**src/rtl/core/assert_macros.svh**
```systemverilog
// ---------------------------------------------------------------------------
// assert_macros
// assertion helpers shared by the rtl, sampled on clock and muted during reset
// ---------------------------------------------------------------------------
`ifndef ASSERT_MACROS_SVH
`define ASSERT_MACROS_SVH

// condition that must hold at every clock edge
`define CHK_ALWAYS(label, expr, msg) \
   label: assert property (@(posedge clock) disable iff (reset) (expr)) else $error(msg);

// antecedent in a cycle implies consequent in the same cycle
`define CHK_IMPLY(label, ante, cons, msg) \
   label: assert property (@(posedge clock) disable iff (reset) (ante) |-> (cons)) else $error(msg);

`endif

```
**src/rtl/core/i2cms_pkg.sv**
```systemverilog
// ---------------------------------------------------------------------------
// i2cms_pkg
// types, codes and fixed constants of the i2c master transaction sequencer
// ---------------------------------------------------------------------------
package i2cms_pkg;

   // request modes
   localparam logic [1:0] MODE_LOAD   = 2'd0;
   localparam logic [1:0] MODE_START  = 2'd1;
   localparam logic [1:0] MODE_STATUS = 2'd2;

   // twi status codes, prescaler bits masked off
   localparam logic [7:0] STATUS_MASK      = 8'hF8;
   localparam logic [7:0] TWI_BUS_ERROR    = 8'h00;
   localparam logic [7:0] TWI_START        = 8'h08;
   localparam logic [7:0] TWI_REP_START    = 8'h10;
   localparam logic [7:0] TWI_MT_SLA_ACK   = 8'h18;
   localparam logic [7:0] TWI_MT_SLA_NACK  = 8'h20;
   localparam logic [7:0] TWI_MT_DATA_ACK  = 8'h28;
   localparam logic [7:0] TWI_MT_DATA_NACK = 8'h30;
   localparam logic [7:0] TWI_ARB_LOST     = 8'h38;
   localparam logic [7:0] TWI_MR_SLA_ACK   = 8'h40;
   localparam logic [7:0] TWI_MR_SLA_NACK  = 8'h48;
   localparam logic [7:0] TWI_MR_DATA_ACK  = 8'h50;
   localparam logic [7:0] TWI_MR_DATA_NACK = 8'h58;

   // read dump limits
   localparam int DUMP_W      = 5;
   localparam int MAX_RESULTS = 16;

   // command queue geometry
   localparam int Q_DEPTH = 2;
   localparam int Q_PTR_W = 1;
   localparam int Q_CNT_W = 2;

   typedef enum logic [1:0] {
      PH_READY,
      PH_TRANSMIT,
      PH_RECEIVE
   } phase_type;

   typedef enum logic [2:0] {
      ACT_NONE,
      ACT_ACK,
      ACT_NACK,
      ACT_STOP,
      ACT_RELEASE,
      ACT_START
   } act_type;

   typedef enum logic [1:0] {
      EV_NONE,
      EV_WRITE,
      EV_READ_OK,
      EV_READ_FAIL
   } ev_type;

   typedef enum logic [3:0] {
      CMD_NOP,
      CMD_LOAD,
      CMD_START,
      CMD_ADDR,
      CMD_TX_NEXT,
      CMD_STOP_WR,
      CMD_RELEASE,
      CMD_RX_MORE,
      CMD_RX_FAIL,
      CMD_RX_DONE,
      CMD_BUS_ERR
   } cmd_type;

   typedef enum logic [1:0] {
      BK_IDLE,
      BK_EXEC,
      BK_DUMP_RD,
      BK_DUMP_OUT
   } back_state_type;

   // classified item as it sits in the queue
   typedef struct packed {
      cmd_type    cmd;
      logic       store;
      logic [6:0] dev_address;
      logic       read_not_write;
      logic [4:0] transfer_length;
      logic [3:0] buffer_slot;
      logic [7:0] byte_value;
   } entry_type;

   typedef struct packed {
      logic empty;
      logic full;
   } q_stat_type;

   typedef struct packed {
      logic       accepted;
      act_type    bus_action;
      logic       tx_valid;
      logic [7:0] tx_byte;
      ev_type     event_res;
      logic       rx_valid;
      logic [7:0] rx_byte;
      logic       last;
   } rsp_type;

endpackage

```
**src/rtl/core/i2c_master_transaction_sequencer.sv**
```systemverilog
// ---------------------------------------------------------------------------
// i2c_master_transaction_sequencer
// byte level i2c master sequencer driven by twi status codes
// ---------------------------------------------------------------------------
// usage:
//   req_* channel: one item loads a write byte, starts a transfer or reports
//   a bus status with the received byte; accepted when req_valid is high and
//   req_stall is low
//   rsp_* channel: one item per request, or a run of buffer bytes after a
//   successful read (rsp_last marks the final one); the block holds rsp_valid
//   and the payload while rsp_stall is high
//   csr_* channel: writes callback_mode; csr_ready is always high, write only
//   while no request is in flight
//   flow: an accepted request passes the queue, then the back end idle state,
//   which issues the buffer read, then the execute state, which registers the
//   response; the back end takes the next request only after that, and a read
//   dump alternates a read state and an output state per byte on that read port
//   the two entry command queue lets requests keep arriving while the back
//   end waits on a stalled response
//   reset: synchronous; phase returns to ready, position, count and address
//   clear, the queue empties; buffer contents stay undefined until written
// ---------------------------------------------------------------------------
`include "assert_macros.svh"

module i2c_master_transaction_sequencer
   import i2cms_pkg::*;
#(
   parameter int BUFFER_DEPTH = 16
)
(
   input  logic       clock,
   input  logic       reset,

   input  logic       req_valid,
   output logic       req_stall,
   input  logic [1:0] req_mode,
   input  logic [6:0] req_dev_address,
   input  logic       req_read_not_write,
   input  logic [4:0] req_transfer_length,
   input  logic [3:0] req_buffer_slot,
   input  logic [7:0] req_byte_value,
   input  logic [7:0] req_status_code,

   output logic       rsp_valid,
   input  logic       rsp_stall,
   output logic       rsp_accepted,
   output logic [2:0] rsp_bus_action,
   output logic       rsp_tx_valid,
   output logic [7:0] rsp_tx_byte,
   output logic [1:0] rsp_event_res,
   output logic       rsp_rx_valid,
   output logic [7:0] rsp_rx_byte,
   output logic       rsp_last,

   input  logic       csr_valid,
   output logic       csr_ready,
   input  logic       csr_callback_mode
);

   // configuration register
   logic       callback_mode_ff;

   // front to queue
   logic       push;
   entry_type  push_entry;
   q_stat_type q_stat;

   // queue to back
   entry_type  head;
   logic       pop;
   rsp_type    rsp;

   assign csr_ready = 1'b1;

   always_ff @(posedge clock) begin
      if (reset) begin
         callback_mode_ff <= 1'b0;
      end else if (csr_valid && csr_ready) begin
         callback_mode_ff <= csr_callback_mode;
      end
   end

   // front: take and classify request items
   i2cms_front u_front (
      .req_valid           (req_valid),
      .req_stall           (req_stall),
      .req_mode            (req_mode),
      .req_dev_address     (req_dev_address),
      .req_read_not_write  (req_read_not_write),
      .req_transfer_length (req_transfer_length),
      .req_buffer_slot     (req_buffer_slot),
      .req_byte_value      (req_byte_value),
      .req_status_code     (req_status_code),
      .q_stat              (q_stat),
      .push                (push),
      .push_entry          (push_entry)
   );

   // queue: decouples front and back
   i2cms_queue u_queue (
      .clock      (clock),
      .reset      (reset),
      .push       (push),
      .push_entry (push_entry),
      .pop        (pop),
      .head       (head),
      .q_stat     (q_stat)
   );

   // back: transfer state, byte buffer and response register
   i2cms_back #(
      .BUFFER_DEPTH (BUFFER_DEPTH)
   ) u_back (
      .clock         (clock),
      .reset         (reset),
      .callback_mode (callback_mode_ff),
      .head          (head),
      .q_empty       (q_stat.empty),
      .pop           (pop),
      .rsp_valid     (rsp_valid),
      .rsp_stall     (rsp_stall),
      .rsp           (rsp)
   );

   assign rsp_accepted   = rsp.accepted;
   assign rsp_bus_action = rsp.bus_action;
   assign rsp_tx_valid   = rsp.tx_valid;
   assign rsp_tx_byte    = rsp.tx_byte;
   assign rsp_event_res  = rsp.event_res;
   assign rsp_rx_valid   = rsp.rx_valid;
   assign rsp_rx_byte    = rsp.rx_byte;
   assign rsp_last       = rsp.last;

   // only read dumps produce more than one response item per request
   `CHK_IMPLY(a_multi_only_dump, rsp_valid && !rsp_last, rsp_rx_valid, "non-final item outside dump")

   // a buffer byte item never carries a transmit byte or an acceptance
   `CHK_IMPLY(a_rx_exclusive, rsp_valid && rsp_rx_valid, !rsp_tx_valid && !rsp_accepted, "rx item mixed")

   // load and start responses are always single items
   `CHK_IMPLY(a_accept_single, rsp_valid && rsp_accepted, rsp_last && !rsp_tx_valid, "bad accept item")

endmodule

```
**src/rtl/core/i2cms_front.sv**
```systemverilog
// ---------------------------------------------------------------------------
// i2cms_front
// takes request items and classifies them into queue commands
// ---------------------------------------------------------------------------
module i2cms_front
   import i2cms_pkg::*;
(
   input  logic       req_valid,
   output logic       req_stall,
   input  logic [1:0] req_mode,
   input  logic [6:0] req_dev_address,
   input  logic       req_read_not_write,
   input  logic [4:0] req_transfer_length,
   input  logic [3:0] req_buffer_slot,
   input  logic [7:0] req_byte_value,
   input  logic [7:0] req_status_code,
   input  q_stat_type q_stat,
   output logic       push,
   output entry_type  push_entry
);

   logic [7:0] status;
   cmd_type    cmd;
   logic       store;

   assign status = req_status_code & STATUS_MASK;

   always_comb begin
      cmd   = CMD_NOP;
      store = 1'b0;
      case (req_mode)
         MODE_LOAD: begin
            cmd = CMD_LOAD;
         end
         MODE_START: begin
            cmd = CMD_START;
         end
         MODE_STATUS: begin
            case (status)
               TWI_START, TWI_REP_START:           cmd = CMD_ADDR;
               TWI_MT_SLA_ACK, TWI_MT_DATA_ACK:    cmd = CMD_TX_NEXT;
               TWI_MT_SLA_NACK, TWI_MT_DATA_NACK:  cmd = CMD_STOP_WR;
               TWI_ARB_LOST:                       cmd = CMD_RELEASE;
               TWI_MR_SLA_ACK: begin
                  cmd = CMD_RX_MORE;
               end
               TWI_MR_DATA_ACK: begin
                  cmd   = CMD_RX_MORE;
                  store = 1'b1;
               end
               TWI_MR_SLA_NACK:                    cmd = CMD_RX_FAIL;
               TWI_MR_DATA_NACK: begin
                  cmd   = CMD_RX_DONE;
                  store = 1'b1;
               end
               TWI_BUS_ERROR:                      cmd = CMD_BUS_ERR;
               default:                            cmd = CMD_NOP;
            endcase
         end
         default: begin
            cmd = CMD_NOP;
         end
      endcase
   end

   assign req_stall = q_stat.full;
   assign push      = req_valid && !q_stat.full;

   assign push_entry.cmd             = cmd;
   assign push_entry.store           = store;
   assign push_entry.dev_address     = req_dev_address;
   assign push_entry.read_not_write  = req_read_not_write;
   assign push_entry.transfer_length = req_transfer_length;
   assign push_entry.buffer_slot     = req_buffer_slot;
   assign push_entry.byte_value      = req_byte_value;

endmodule

```
**src/rtl/core/i2cms_queue.sv**
```systemverilog
// ---------------------------------------------------------------------------
// i2cms_queue
// short command queue between front and back
// ---------------------------------------------------------------------------
module i2cms_queue
   import i2cms_pkg::*;
(
   input  logic       clock,
   input  logic       reset,
   input  logic       push,
   input  entry_type  push_entry,
   input  logic       pop,
   output entry_type  head,
   output q_stat_type q_stat
);

   entry_type           slot_ff [Q_DEPTH];
   logic [Q_PTR_W-1:0]  wr_ptr_ff;
   logic [Q_PTR_W-1:0]  wr_ptr_in;
   logic [Q_PTR_W-1:0]  rd_ptr_ff;
   logic [Q_PTR_W-1:0]  rd_ptr_in;
   logic [Q_CNT_W-1:0]  count_ff;
   logic [Q_CNT_W-1:0]  count_in;
   logic                do_push;
   logic                do_pop;

   assign q_stat.empty = (count_ff == '0);
   assign q_stat.full  = (count_ff == Q_CNT_W'(Q_DEPTH));
   assign head         = slot_ff[rd_ptr_ff];

   assign do_push = push && !q_stat.full;
   assign do_pop  = pop && !q_stat.empty;

   always_comb begin
      wr_ptr_in = wr_ptr_ff;
      rd_ptr_in = rd_ptr_ff;
      count_in  = count_ff;
      if (do_push) begin
         wr_ptr_in = (wr_ptr_ff == Q_PTR_W'(Q_DEPTH - 1)) ? '0 : wr_ptr_ff + Q_PTR_W'(1);
      end
      if (do_pop) begin
         rd_ptr_in = (rd_ptr_ff == Q_PTR_W'(Q_DEPTH - 1)) ? '0 : rd_ptr_ff + Q_PTR_W'(1);
      end
      if (do_push && !do_pop) begin
         count_in = count_ff + Q_CNT_W'(1);
      end else if (do_pop && !do_push) begin
         count_in = count_ff - Q_CNT_W'(1);
      end
   end

   always_ff @(posedge clock) begin
      if (reset) begin
         wr_ptr_ff <= '0;
         rd_ptr_ff <= '0;
         count_ff  <= '0;
      end else begin
         wr_ptr_ff <= wr_ptr_in;
         rd_ptr_ff <= rd_ptr_in;
         count_ff  <= count_in;
      end
   end

   always_ff @(posedge clock) begin
      if (do_push) begin
         slot_ff[wr_ptr_ff] <= push_entry;
      end
   end

endmodule

```
**src/rtl/core/i2cms_back.sv**
```systemverilog
// ---------------------------------------------------------------------------
// i2cms_back
// executes queued commands: transfer state, byte buffer, response register
// ---------------------------------------------------------------------------
module i2cms_back
   import i2cms_pkg::*;
#(
   parameter int BUFFER_DEPTH = 16
)
(
   input  logic      clock,
   input  logic      reset,
   input  logic      callback_mode,
   input  entry_type head,
   input  logic      q_empty,
   output logic      pop,
   output logic      rsp_valid,
   input  logic      rsp_stall,
   output rsp_type   rsp
);

   localparam int AW = (BUFFER_DEPTH > 1) ? $clog2(BUFFER_DEPTH) : 1;
   localparam int PW = $clog2(BUFFER_DEPTH + 1);

   back_state_type    state_ff, state_in;
   phase_type         phase_ff, phase_in;
   logic [PW-1:0]     pos_ff, pos_in;
   logic [4:0]        count_ff, count_in;
   logic [7:0]        addr_rw_ff, addr_rw_in;
   logic [DUMP_W-1:0] dump_idx_ff, dump_idx_in;
   logic [DUMP_W-1:0] dump_n_ff, dump_n_in;

   logic [7:0]        buf_mem [BUFFER_DEPTH];
   logic [7:0]        rd_data_ff;
   logic [AW-1:0]     rd_addr;
   logic              mem_we;
   logic [AW-1:0]     mem_wa;
   logic [7:0]        mem_wd;

   logic              rsp_valid_ff;
   rsp_type           rsp_ff;
   logic              out_load;
   rsp_type           out_data;
   logic              out_free;

   logic              pos_room;
   logic              slot_ok;
   logic              len_ok;
   logic              do_store;
   logic [PW-1:0]     rx_pos;
   logic              rx_ack;
   logic [DUMP_W-1:0] dump_n;

   assign out_free = !rsp_valid_ff || !rsp_stall;
   assign pos_room = (32'(pos_ff) < BUFFER_DEPTH);
   assign slot_ok  = (32'(head.buffer_slot) < BUFFER_DEPTH);
   assign len_ok   = (32'(head.transfer_length) <= BUFFER_DEPTH);
   assign do_store = head.store && pos_room;
   assign rx_pos   = do_store ? pos_ff + PW'(1) : pos_ff;
   assign rx_ack   = (32'(rx_pos) + 32'd1 < 32'(count_ff));
   assign dump_n   = (32'(count_ff) > MAX_RESULTS) ? DUMP_W'(MAX_RESULTS)
                                                   : DUMP_W'(count_ff);

   always_comb begin
      state_in    = state_ff;
      phase_in    = phase_ff;
      pos_in      = pos_ff;
      count_in    = count_ff;
      addr_rw_in  = addr_rw_ff;
      dump_idx_in = dump_idx_ff;
      dump_n_in   = dump_n_ff;
      pop         = 1'b0;
      mem_we      = 1'b0;
      mem_wa      = AW'(pos_ff);
      mem_wd      = head.byte_value;
      rd_addr     = AW'(pos_ff);
      out_load    = 1'b0;
      out_data    = '0;
      out_data.bus_action = ACT_NONE;
      out_data.event_res  = EV_NONE;
      out_data.last       = 1'b1;

      case (state_ff)
         BK_IDLE: begin
            // buffer read at the current position is issued here
            if (!q_empty) begin
               state_in = BK_EXEC;
            end
         end
         BK_EXEC: begin
            if (out_free) begin
               pop      = 1'b1;
               out_load = 1'b1;
               state_in = BK_IDLE;
               case (head.cmd)
                  CMD_LOAD: begin
                     if (phase_ff == PH_READY && slot_ok) begin
                        mem_we            = 1'b1;
                        mem_wa            = AW'(head.buffer_slot);
                        out_data.accepted = 1'b1;
                     end
                  end
                  CMD_START: begin
                     if (phase_ff == PH_READY && len_ok) begin
                        phase_in = head.read_not_write ? PH_RECEIVE : PH_TRANSMIT;
                        pos_in   = '0;
                        count_in = head.transfer_length;
                        addr_rw_in = {head.dev_address, head.read_not_write};
                        out_data.accepted   = 1'b1;
                        out_data.bus_action = ACT_START;
                     end
                  end
                  CMD_ADDR: begin
                     out_data.bus_action = ACT_ACK;
                     out_data.tx_valid   = 1'b1;
                     out_data.tx_byte    = addr_rw_ff;
                  end
                  CMD_TX_NEXT: begin
                     if (32'(pos_ff) < 32'(count_ff) && pos_room) begin
                        pos_in              = pos_ff + PW'(1);
                        out_data.bus_action = ACT_ACK;
                        out_data.tx_valid   = 1'b1;
                        out_data.tx_byte    = rd_data_ff;
                     end else begin
                        phase_in            = PH_READY;
                        out_data.bus_action = ACT_STOP;
                        out_data.event_res  = callback_mode ? EV_WRITE : EV_NONE;
                     end
                  end
                  CMD_STOP_WR: begin
                     phase_in            = PH_READY;
                     out_data.bus_action = ACT_STOP;
                     out_data.event_res  = callback_mode ? EV_WRITE : EV_NONE;
                  end
                  CMD_RELEASE: begin
                     phase_in            = PH_READY;
                     out_data.bus_action = ACT_RELEASE;
                     out_data.event_res  = callback_mode ? EV_WRITE : EV_NONE;
                  end
                  CMD_RX_MORE: begin
                     mem_we              = do_store;
                     pos_in              = rx_pos;
                     out_data.bus_action = rx_ack ? ACT_ACK : ACT_NACK;
                  end
                  CMD_RX_FAIL: begin
                     phase_in            = PH_READY;
                     out_data.bus_action = ACT_STOP;
                     out_data.event_res  = callback_mode ? EV_READ_FAIL : EV_NONE;
                  end
                  CMD_RX_DONE: begin
                     mem_we   = do_store;
                     pos_in   = rx_pos;
                     phase_in = PH_READY;
                     if (dump_n == '0) begin
                        out_data.bus_action = ACT_STOP;
                        out_data.event_res  = callback_mode ? EV_READ_OK : EV_NONE;
                     end else begin
                        // results come from the dump states instead
                        out_load    = 1'b0;
                        dump_idx_in = '0;
                        dump_n_in   = dump_n;
                        state_in    = BK_DUMP_RD;
                     end
                  end
                  CMD_BUS_ERR: begin
                     phase_in            = PH_READY;
                     out_data.bus_action = ACT_STOP;
                  end
                  default: begin
                     out_data.bus_action = ACT_NONE;
                  end
               endcase
            end
         end
         BK_DUMP_RD: begin
            rd_addr  = AW'(dump_idx_ff);
            state_in = BK_DUMP_OUT;
         end
         BK_DUMP_OUT: begin
            rd_addr = AW'(dump_idx_ff);
            if (out_free) begin
               out_load          = 1'b1;
               out_data.rx_valid = 1'b1;
               out_data.rx_byte  = rd_data_ff;
               out_data.last     = (dump_idx_ff + DUMP_W'(1) == dump_n_ff);
               if (dump_idx_ff == '0) begin
                  out_data.bus_action = ACT_STOP;
                  out_data.event_res  = callback_mode ? EV_READ_OK : EV_NONE;
               end
               dump_idx_in = dump_idx_ff + DUMP_W'(1);
               state_in    = out_data.last ? BK_IDLE : BK_DUMP_RD;
            end
         end
         default: begin
            state_in = BK_IDLE;
         end
      endcase
   end

   always_ff @(posedge clock) begin
      if (reset) begin
         state_ff     <= BK_IDLE;
         phase_ff     <= PH_READY;
         pos_ff       <= '0;
         count_ff     <= '0;
         addr_rw_ff   <= '0;
         dump_idx_ff  <= '0;
         dump_n_ff    <= '0;
         rsp_valid_ff <= 1'b0;
      end else begin
         state_ff    <= state_in;
         phase_ff    <= phase_in;
         pos_ff      <= pos_in;
         count_ff    <= count_in;
         addr_rw_ff  <= addr_rw_in;
         dump_idx_ff <= dump_idx_in;
         dump_n_ff   <= dump_n_in;
         if (out_load) begin
            rsp_valid_ff <= 1'b1;
         end else if (!rsp_stall) begin
            rsp_valid_ff <= 1'b0;
         end
      end
   end

   // byte buffer, one write and one registered read port
   always_ff @(posedge clock) begin
      if (mem_we) begin
         buf_mem[mem_wa] <= mem_wd;
      end
      rd_data_ff <= buf_mem[rd_addr];
   end

   always_ff @(posedge clock) begin
      if (out_load) begin
         rsp_ff <= out_data;
      end
   end

   assign rsp_valid = rsp_valid_ff;
   assign rsp       = rsp_ff;

endmodule

```
**config.mk**
```make
export PLATFORM = sky130hd
export DESIGN_NAME = i2c_master_transaction_sequencer
export DESIGN_NICKNAME = d
export VERILOG_FILES = /design/src/rtl/core/i2cms_pkg.sv /design/src/rtl/core/i2c_master_transaction_sequencer.sv /design/src/rtl/core/i2cms_front.sv /design/src/rtl/core/i2cms_queue.sv /design/src/rtl/core/i2cms_back.sv
export VERILOG_INCLUDE_DIRS = /design/src /design/src/rtl/core
export SDC_FILE = /design/constraint.sdc
export NUM_CORES = 1
export LEC_CHECK = 0
export BUFFER_PORTS_ARGS = -buffer_cell sky130_fd_sc_hd__buf_4
export CAP_MARGIN = 15
export CORE_MARGIN = 5
export CORE_UTILIZATION = 55
export DETAILED_ROUTE_END_ITERATION = 8
export PLACE_DENSITY = 0.73
export SLEW_MARGIN = 20
export SYNTH_ARGS = -nofsm -noshare
export SYNTH_HDL_FRONTEND = slang
export SYNTH_SLANG_ARGS = --single-unit
```
**constraint.sdc**
```tcl
create_clock -name clock -period 4.4 [get_ports clock]
set_input_delay 0.66 -clock clock [delete_from_list [all_inputs] [get_ports clock]]
set_output_delay 0.66 -clock clock [all_outputs]
set_load 0.03 [all_outputs]
```
---- Yosys cells after proc, flatten, opt, wreduce, memory -nomap -nowiden ----
Memories as Yosys holds them, arrays and structs flattened. A register that Yosys moved wholly into a read port is not among the register bits.
Index checks and enable logic that the tools add are counted.
word-level totals
  memories kept ........................... 2
  input bits .............................. 41
  flip-flop bits (word level) ............. 63
  bits in writable memories ............... 188
  word-level logic and storage cells ...... 189
memory list
  memory           words  width  rd ports  clocked after memory_dff  wr ports  RTL line           text
  u_back.buf_mem   16     8      1         1                         1         i2cms_back.sv:33   logic [7:0] buf_mem [BUFFER_DEPTH];
  u_queue.slot_ff  2      30     1         1                         1         i2cms_queue.sv:17  entry_type slot_ff [Q_DEPTH];
cells by class
  bitwise logic cells ..................... 1
  reduce and logical (&&, ||, !) cells .... 44
  $add $sub $neg .......................... 7
  equal/unequal tests ..................... 37
  $lt $le $gt $ge ......................... 5
  muxes and demuxes ....................... 73
operator list
  kind                                                             count
  2-bit two-way mux                                                21
  5-bit two-way mux                                                8
  32-bit by 5-bit less-than comparator with 1-bit output           1
  4-bit case mux with 8 select lines                               1
  4-bit two-way mux                                                6
  1-bit two-way mux                                                21
  3-bit case mux with 7 select lines                               1
  5-bit by 3-bit == test with 1-bit output, second input constant  4
  5-bit by 4-bit == test with 1-bit output, second input constant  4
  9-bit case mux with 2 select lines                               1
  4-bit by 3-bit == test with 1-bit output, second input constant  4
  2-bit case mux with 4 select lines                               2
  2-bit OR reduction                                               8
  5-bit case mux with 3 select lines                               1
  5-bit AND reduction                                              3
  14-bit two-way mux                                               1
  4-bit == test, second input constant                             3
  12-bit two-way mux                                               1
  4-bit case mux with 3 select lines                               1
  5-bit by 1-bit adder with 5-bit output, second input constant    2
  5-bit by 2-bit == test with 1-bit output, second input constant  2
  5-bit logical NOT                                                2
  2-bit by 1-bit != test with 1-bit output, second input constant  5
  5-bit case mux with 2 select lines                               1
  other kinds (33)                                                 63

---- Depth between registers and ports, before layout ----
  depth after elaboration ................. 9
  mapped depth ............................ 15

---- Hierarchy ----
Synthesis repeated with hierarchy kept, for this count alone.
unflattened totals
  cells, all modules ...................... 786
  area total of the unflattened synthesis .. 11297.1 sq um
modules (own cells, without submodules)
  module                            instances  area each (sq um)  seq. area each (sq um)  cells each
  i2cms_back                        1          8503.2             5415.2                  610
  i2cms_queue                       1          2372.3             1901.8                  118
  i2cms_front                       1          376.6              0.0                     53
  i2c_master_transaction_sequencer  1          45.0               20.0                    5

---- Least setup slack after synthesis ----
No wires, ideal clock.
  path type ............................... flip-flop to flip-flop
  start point ............................. register (tool-made name)
  end point ............................... register u_back.rsp_ff, in the netlist u_back.rsp[22], data pin
  arrival ................................. 2903 ps
  stages on the path, launching flop included .. 15
  library setup time ...................... 152 ps
  slack ................................... 1345 ps
  path through ............................ dfxtp_1 > buf_6 > mux2i_1 > or2_2 > clkbuf_1 > o21ai_0 > ha_1 > xor2_1 > xnor2_1 > ha_1 > nand4_1 > a311oi_1 > a21oi_1 > or3_1 > a31oi_1
RTL lines
  what                  RTL line           text
  end signal, assigned  i2cms_back.sv:236  rsp_ff <= out_data;
  end, declared         i2cms_back.sv:41   rsp_type rsp_ff;

==> metrics.yaml <==
floorplanning:
  core_sq_mm: 0.02017
  dieArea_sq_mm: 0.02340
  fp.dieW_um: 153.0
  num_rows: 52
  fp.dieH_um: 153.0
  num_io_pins: 69
  start_util_pct: 55.73
critical_path:
  critPathLaunchType: "register"
  worst_ep_required_time_ps: 4560
  r2r_cells: 7
  path_class: "reg -> reg"
  arrival_ps: 3670
  rr_endpoint: "u_back.buf_mem[5][2]"
  cp_max_fo: 53
  cp-end-kind: "register"
  reg2reg_setup_slack_ps: 890
power:
  leakage_nw: 4.441
  max-vdd-ir-drop_mv: 0.3836
  powerDensity_mw_per_mm2: 536.4
cts:
  cts_buffers: 26
  cts_root_buffer: "clkbuf_16"
  cts_tree: "done"
  clock_sinks: 260
  post_cts_buffers: 0
  hold_buffers: 0
  clk_path_buf_depth: 3
  cts_resized: 0
  htree_levels: 1
  clkLatencyLatePin_ps: 540
  clk_pin_slew_ps: 60
detailed_routing:
  vias: 6542
  route.detailed.drc: 0
  totalWireLength_mm: 23.30
  first_pass_iters: 4
  wl_per_cell_um: 20.86
  drtAntennaViolNets: 0
  vias_per_cell: 5.857
  drt_iter0_drc: 611
grt:
  grt_pass1_wl_mm: 37.21
  grt_overflow: 0
  grt_pass1_vias: 6587
  grtUsageTotal_pct: 19.87
  antenna_found_initial: 0
  grt_max_degree: 54
synth:
  ys_seq_area_share_pct: 65.27
  synth_xor_area_share_pct: 1.636
  synthesis.area_sq_mm: 0.01124
  synth_top_family_by_area: "multiplexers"
  netlist_top_cells_count: "edfxtp_1, nor2_1, dfxtp_1"
  yosys-top-cells-area: "edfxtp_1, dfxtp_1, mux4_2"
  synth-edff-count: 213
  synthMuxAreaShare_pct: 11.67
  syn-num-nets: 819
  syn_area_per_cell_sq_um: 14.69
  yosysWarnings: 0
  ys_types: 70
  yosys.area.top_type_share_pct: 56.90
  synth_top_area_cell: "edfxtp_1"
  ys_ff_latch: 260
  ys.flop_type: "edfxtp_1"
  synth.most_common_cell: "edfxtp_1"
  synth-async-reset-ratio_pct: 0
  synth_compound_area_share_pct: 8.459
  synth-simple-area-share_pct: 8.994
  syn_inst: 765
  synth_fa_ha_area_share_pct: 1.447
layout:
  fin_area_sq_mm: 0.01285
  utilization_pct: 63.72
  syn_to_final_growth_pct: 14.33
  antenna_cells: 0
  layout-drive-gt1-share_pct: 22.31
  final_net_count: 881
timing:
  setup_viol: 0
  max_slew_margin_pct: 34.45
  fin_crit_ps: 3509
  setup_tns_ps: 0
  fmax_mhz: 285.0
  worstMarginPinSlew_ps: 962.7
  hold_viol: 0
  rsz0062_at_grt: "false"
  period_share_pct: 79.74
  skew_ps: 21.35
  finalMaxSlewViolations: 0
placed_design:
  dp_hpwl_mm: 16.10
  dpl_cell_area_sq_mm: 0.01197
  place.gp.congestion: 0.9046
  port_buffers: 64
hold_path:
  holdPathEnd: "u_queue.slot_ff[1][4]"
  min_path_cells: 1
  worstHoldStart: "req_byte_value[4]"
  hp-class: "in -> reg"
job:
  cap_viol_max_count: 0
status:
  status: "completed"
kinds of logic (layout without fill, tap and decap cells):
group,after synthesis,count (layout)
AO/OA/AOI/OAI,126,126
XOR/XNOR,21,21
adder cells (fa/ha/maj),13,13
buffers and inverters,58,140
flip-flops,260,260
multiplexers,89,89
other,1,1
AND/OR/NAND/NOR,197,197
metrics by stage:
stage                     hold slack, ps  total power [mW]  worst slack [ps]  instances
after global placement             465.3             4.651              1005       1069
final                              307.8             6.893             891.5       1117
after CTS                          285.3             6.930             956.9       1117
after detailed placement           470.0             4.698             891.8       1069
after global routing               291.1             7.180             708.3       1117
after floorplan                    450.4             4.235              1345        765
how the worst max path moves through the flow:
stage / from / end / slack (ps) / cells after the start
final: register / u_back.buf_mem[5][2] / 890 / 7
after detailed placement: rsp_stall / u_back.buf_mem[5][4] / 890 / 7
after floorplan: register / u_back.rsp[22] / 1350 / 14
after global routing: register / u_back.buf_mem[5][3] / 710 / 7
after global placement: rsp_stall / u_back.buf_mem[13][2] / 1000 / 7
after CTS: register / u_back.buf_mem[5][2] / 960 / 7
sequential cells by signal, indices dropped and copies added (netlist names), named ones only:
signal	flops
u_back.phase_ff	2
u_back.dump_n_ff	5
u_queue.wr_ptr_ff	1
u_back.rsp	25
u_queue.count_ff	2
u_queue.slot_ff	60
u_back.dump_idx_ff	5
u_back.buf_mem	128
u_back.state_ff	2
u_back.count_ff	5
u_back.rsp_valid	1
u_back.rd_data_ff	8
u_back.pos_ff	5
u_queue.rd_ptr_ff	1
u_back.addr_rw_ff	8
callback_mode_ff	1
layout by cell type, fill, tap and decap left out, types with 5 or more instances in the layout:
cell type / instances
clkbuf_1: 5
ha_1: 13
buf_4: 75
a21oi_1: 29
nand2b_1: 16
xor2_1: 12
nand2_1: 23
a22oi_1: 8
clkinv_1: 7
and3_1: 13
dfxtp_1: 46
nor2_1: 76
inv_1: 17
o21ai_0: 20
xnor2_1: 9
a31oi_1: 5
mux4_2: 32
clkbuf_16: 28
nor3_1: 8
mux2_2: 16
nand3b_1: 7
mux2i_1: 38
nand3_1: 13
a211oi_2: 7
a211oi_1: 17
edfxtp_1: 213
nor2b_1: 14
power by group:
group	switching, mW	total [mW]	internal, mW
Clock	0.891	2.24	1.35
Combinational	0.954	1.49	0.534
Sequential	0.124	3.17	3.04
Total	1.97	6.89	4.92
critical path: stages (launching register included):
cell and delay (ps):
dfxtp_2 350, buf_4 500, nand2b_1 180, o32ai_1 310
nand4_2 420, mux2i_1 490, nand2b_1 180, nor2_1 700
cell type report:
cell class	instances	area, sq um
Multi-Input combinational cell	447	3665
Sequential cell	260	7338
Clock inverter	14	150.1
Fill cell	1467	7318
Timing Repair Buffer	75	563.0
Inverter	17	63.81
Tap cell	270	337.8
Clock buffer	34	733.2
per-layer routing:
| layer | routed length (um) | track usage [%] |
|---|---|---|
| met3 | 1536 | 3.110 |
| met2 | 10920 | 31.38 |
| met4 | 408 | 4.794 |
| met5 | 0 | 0 |
| met1 | 10440 | 29.43 |
Power figures use the tool's default switching activity.
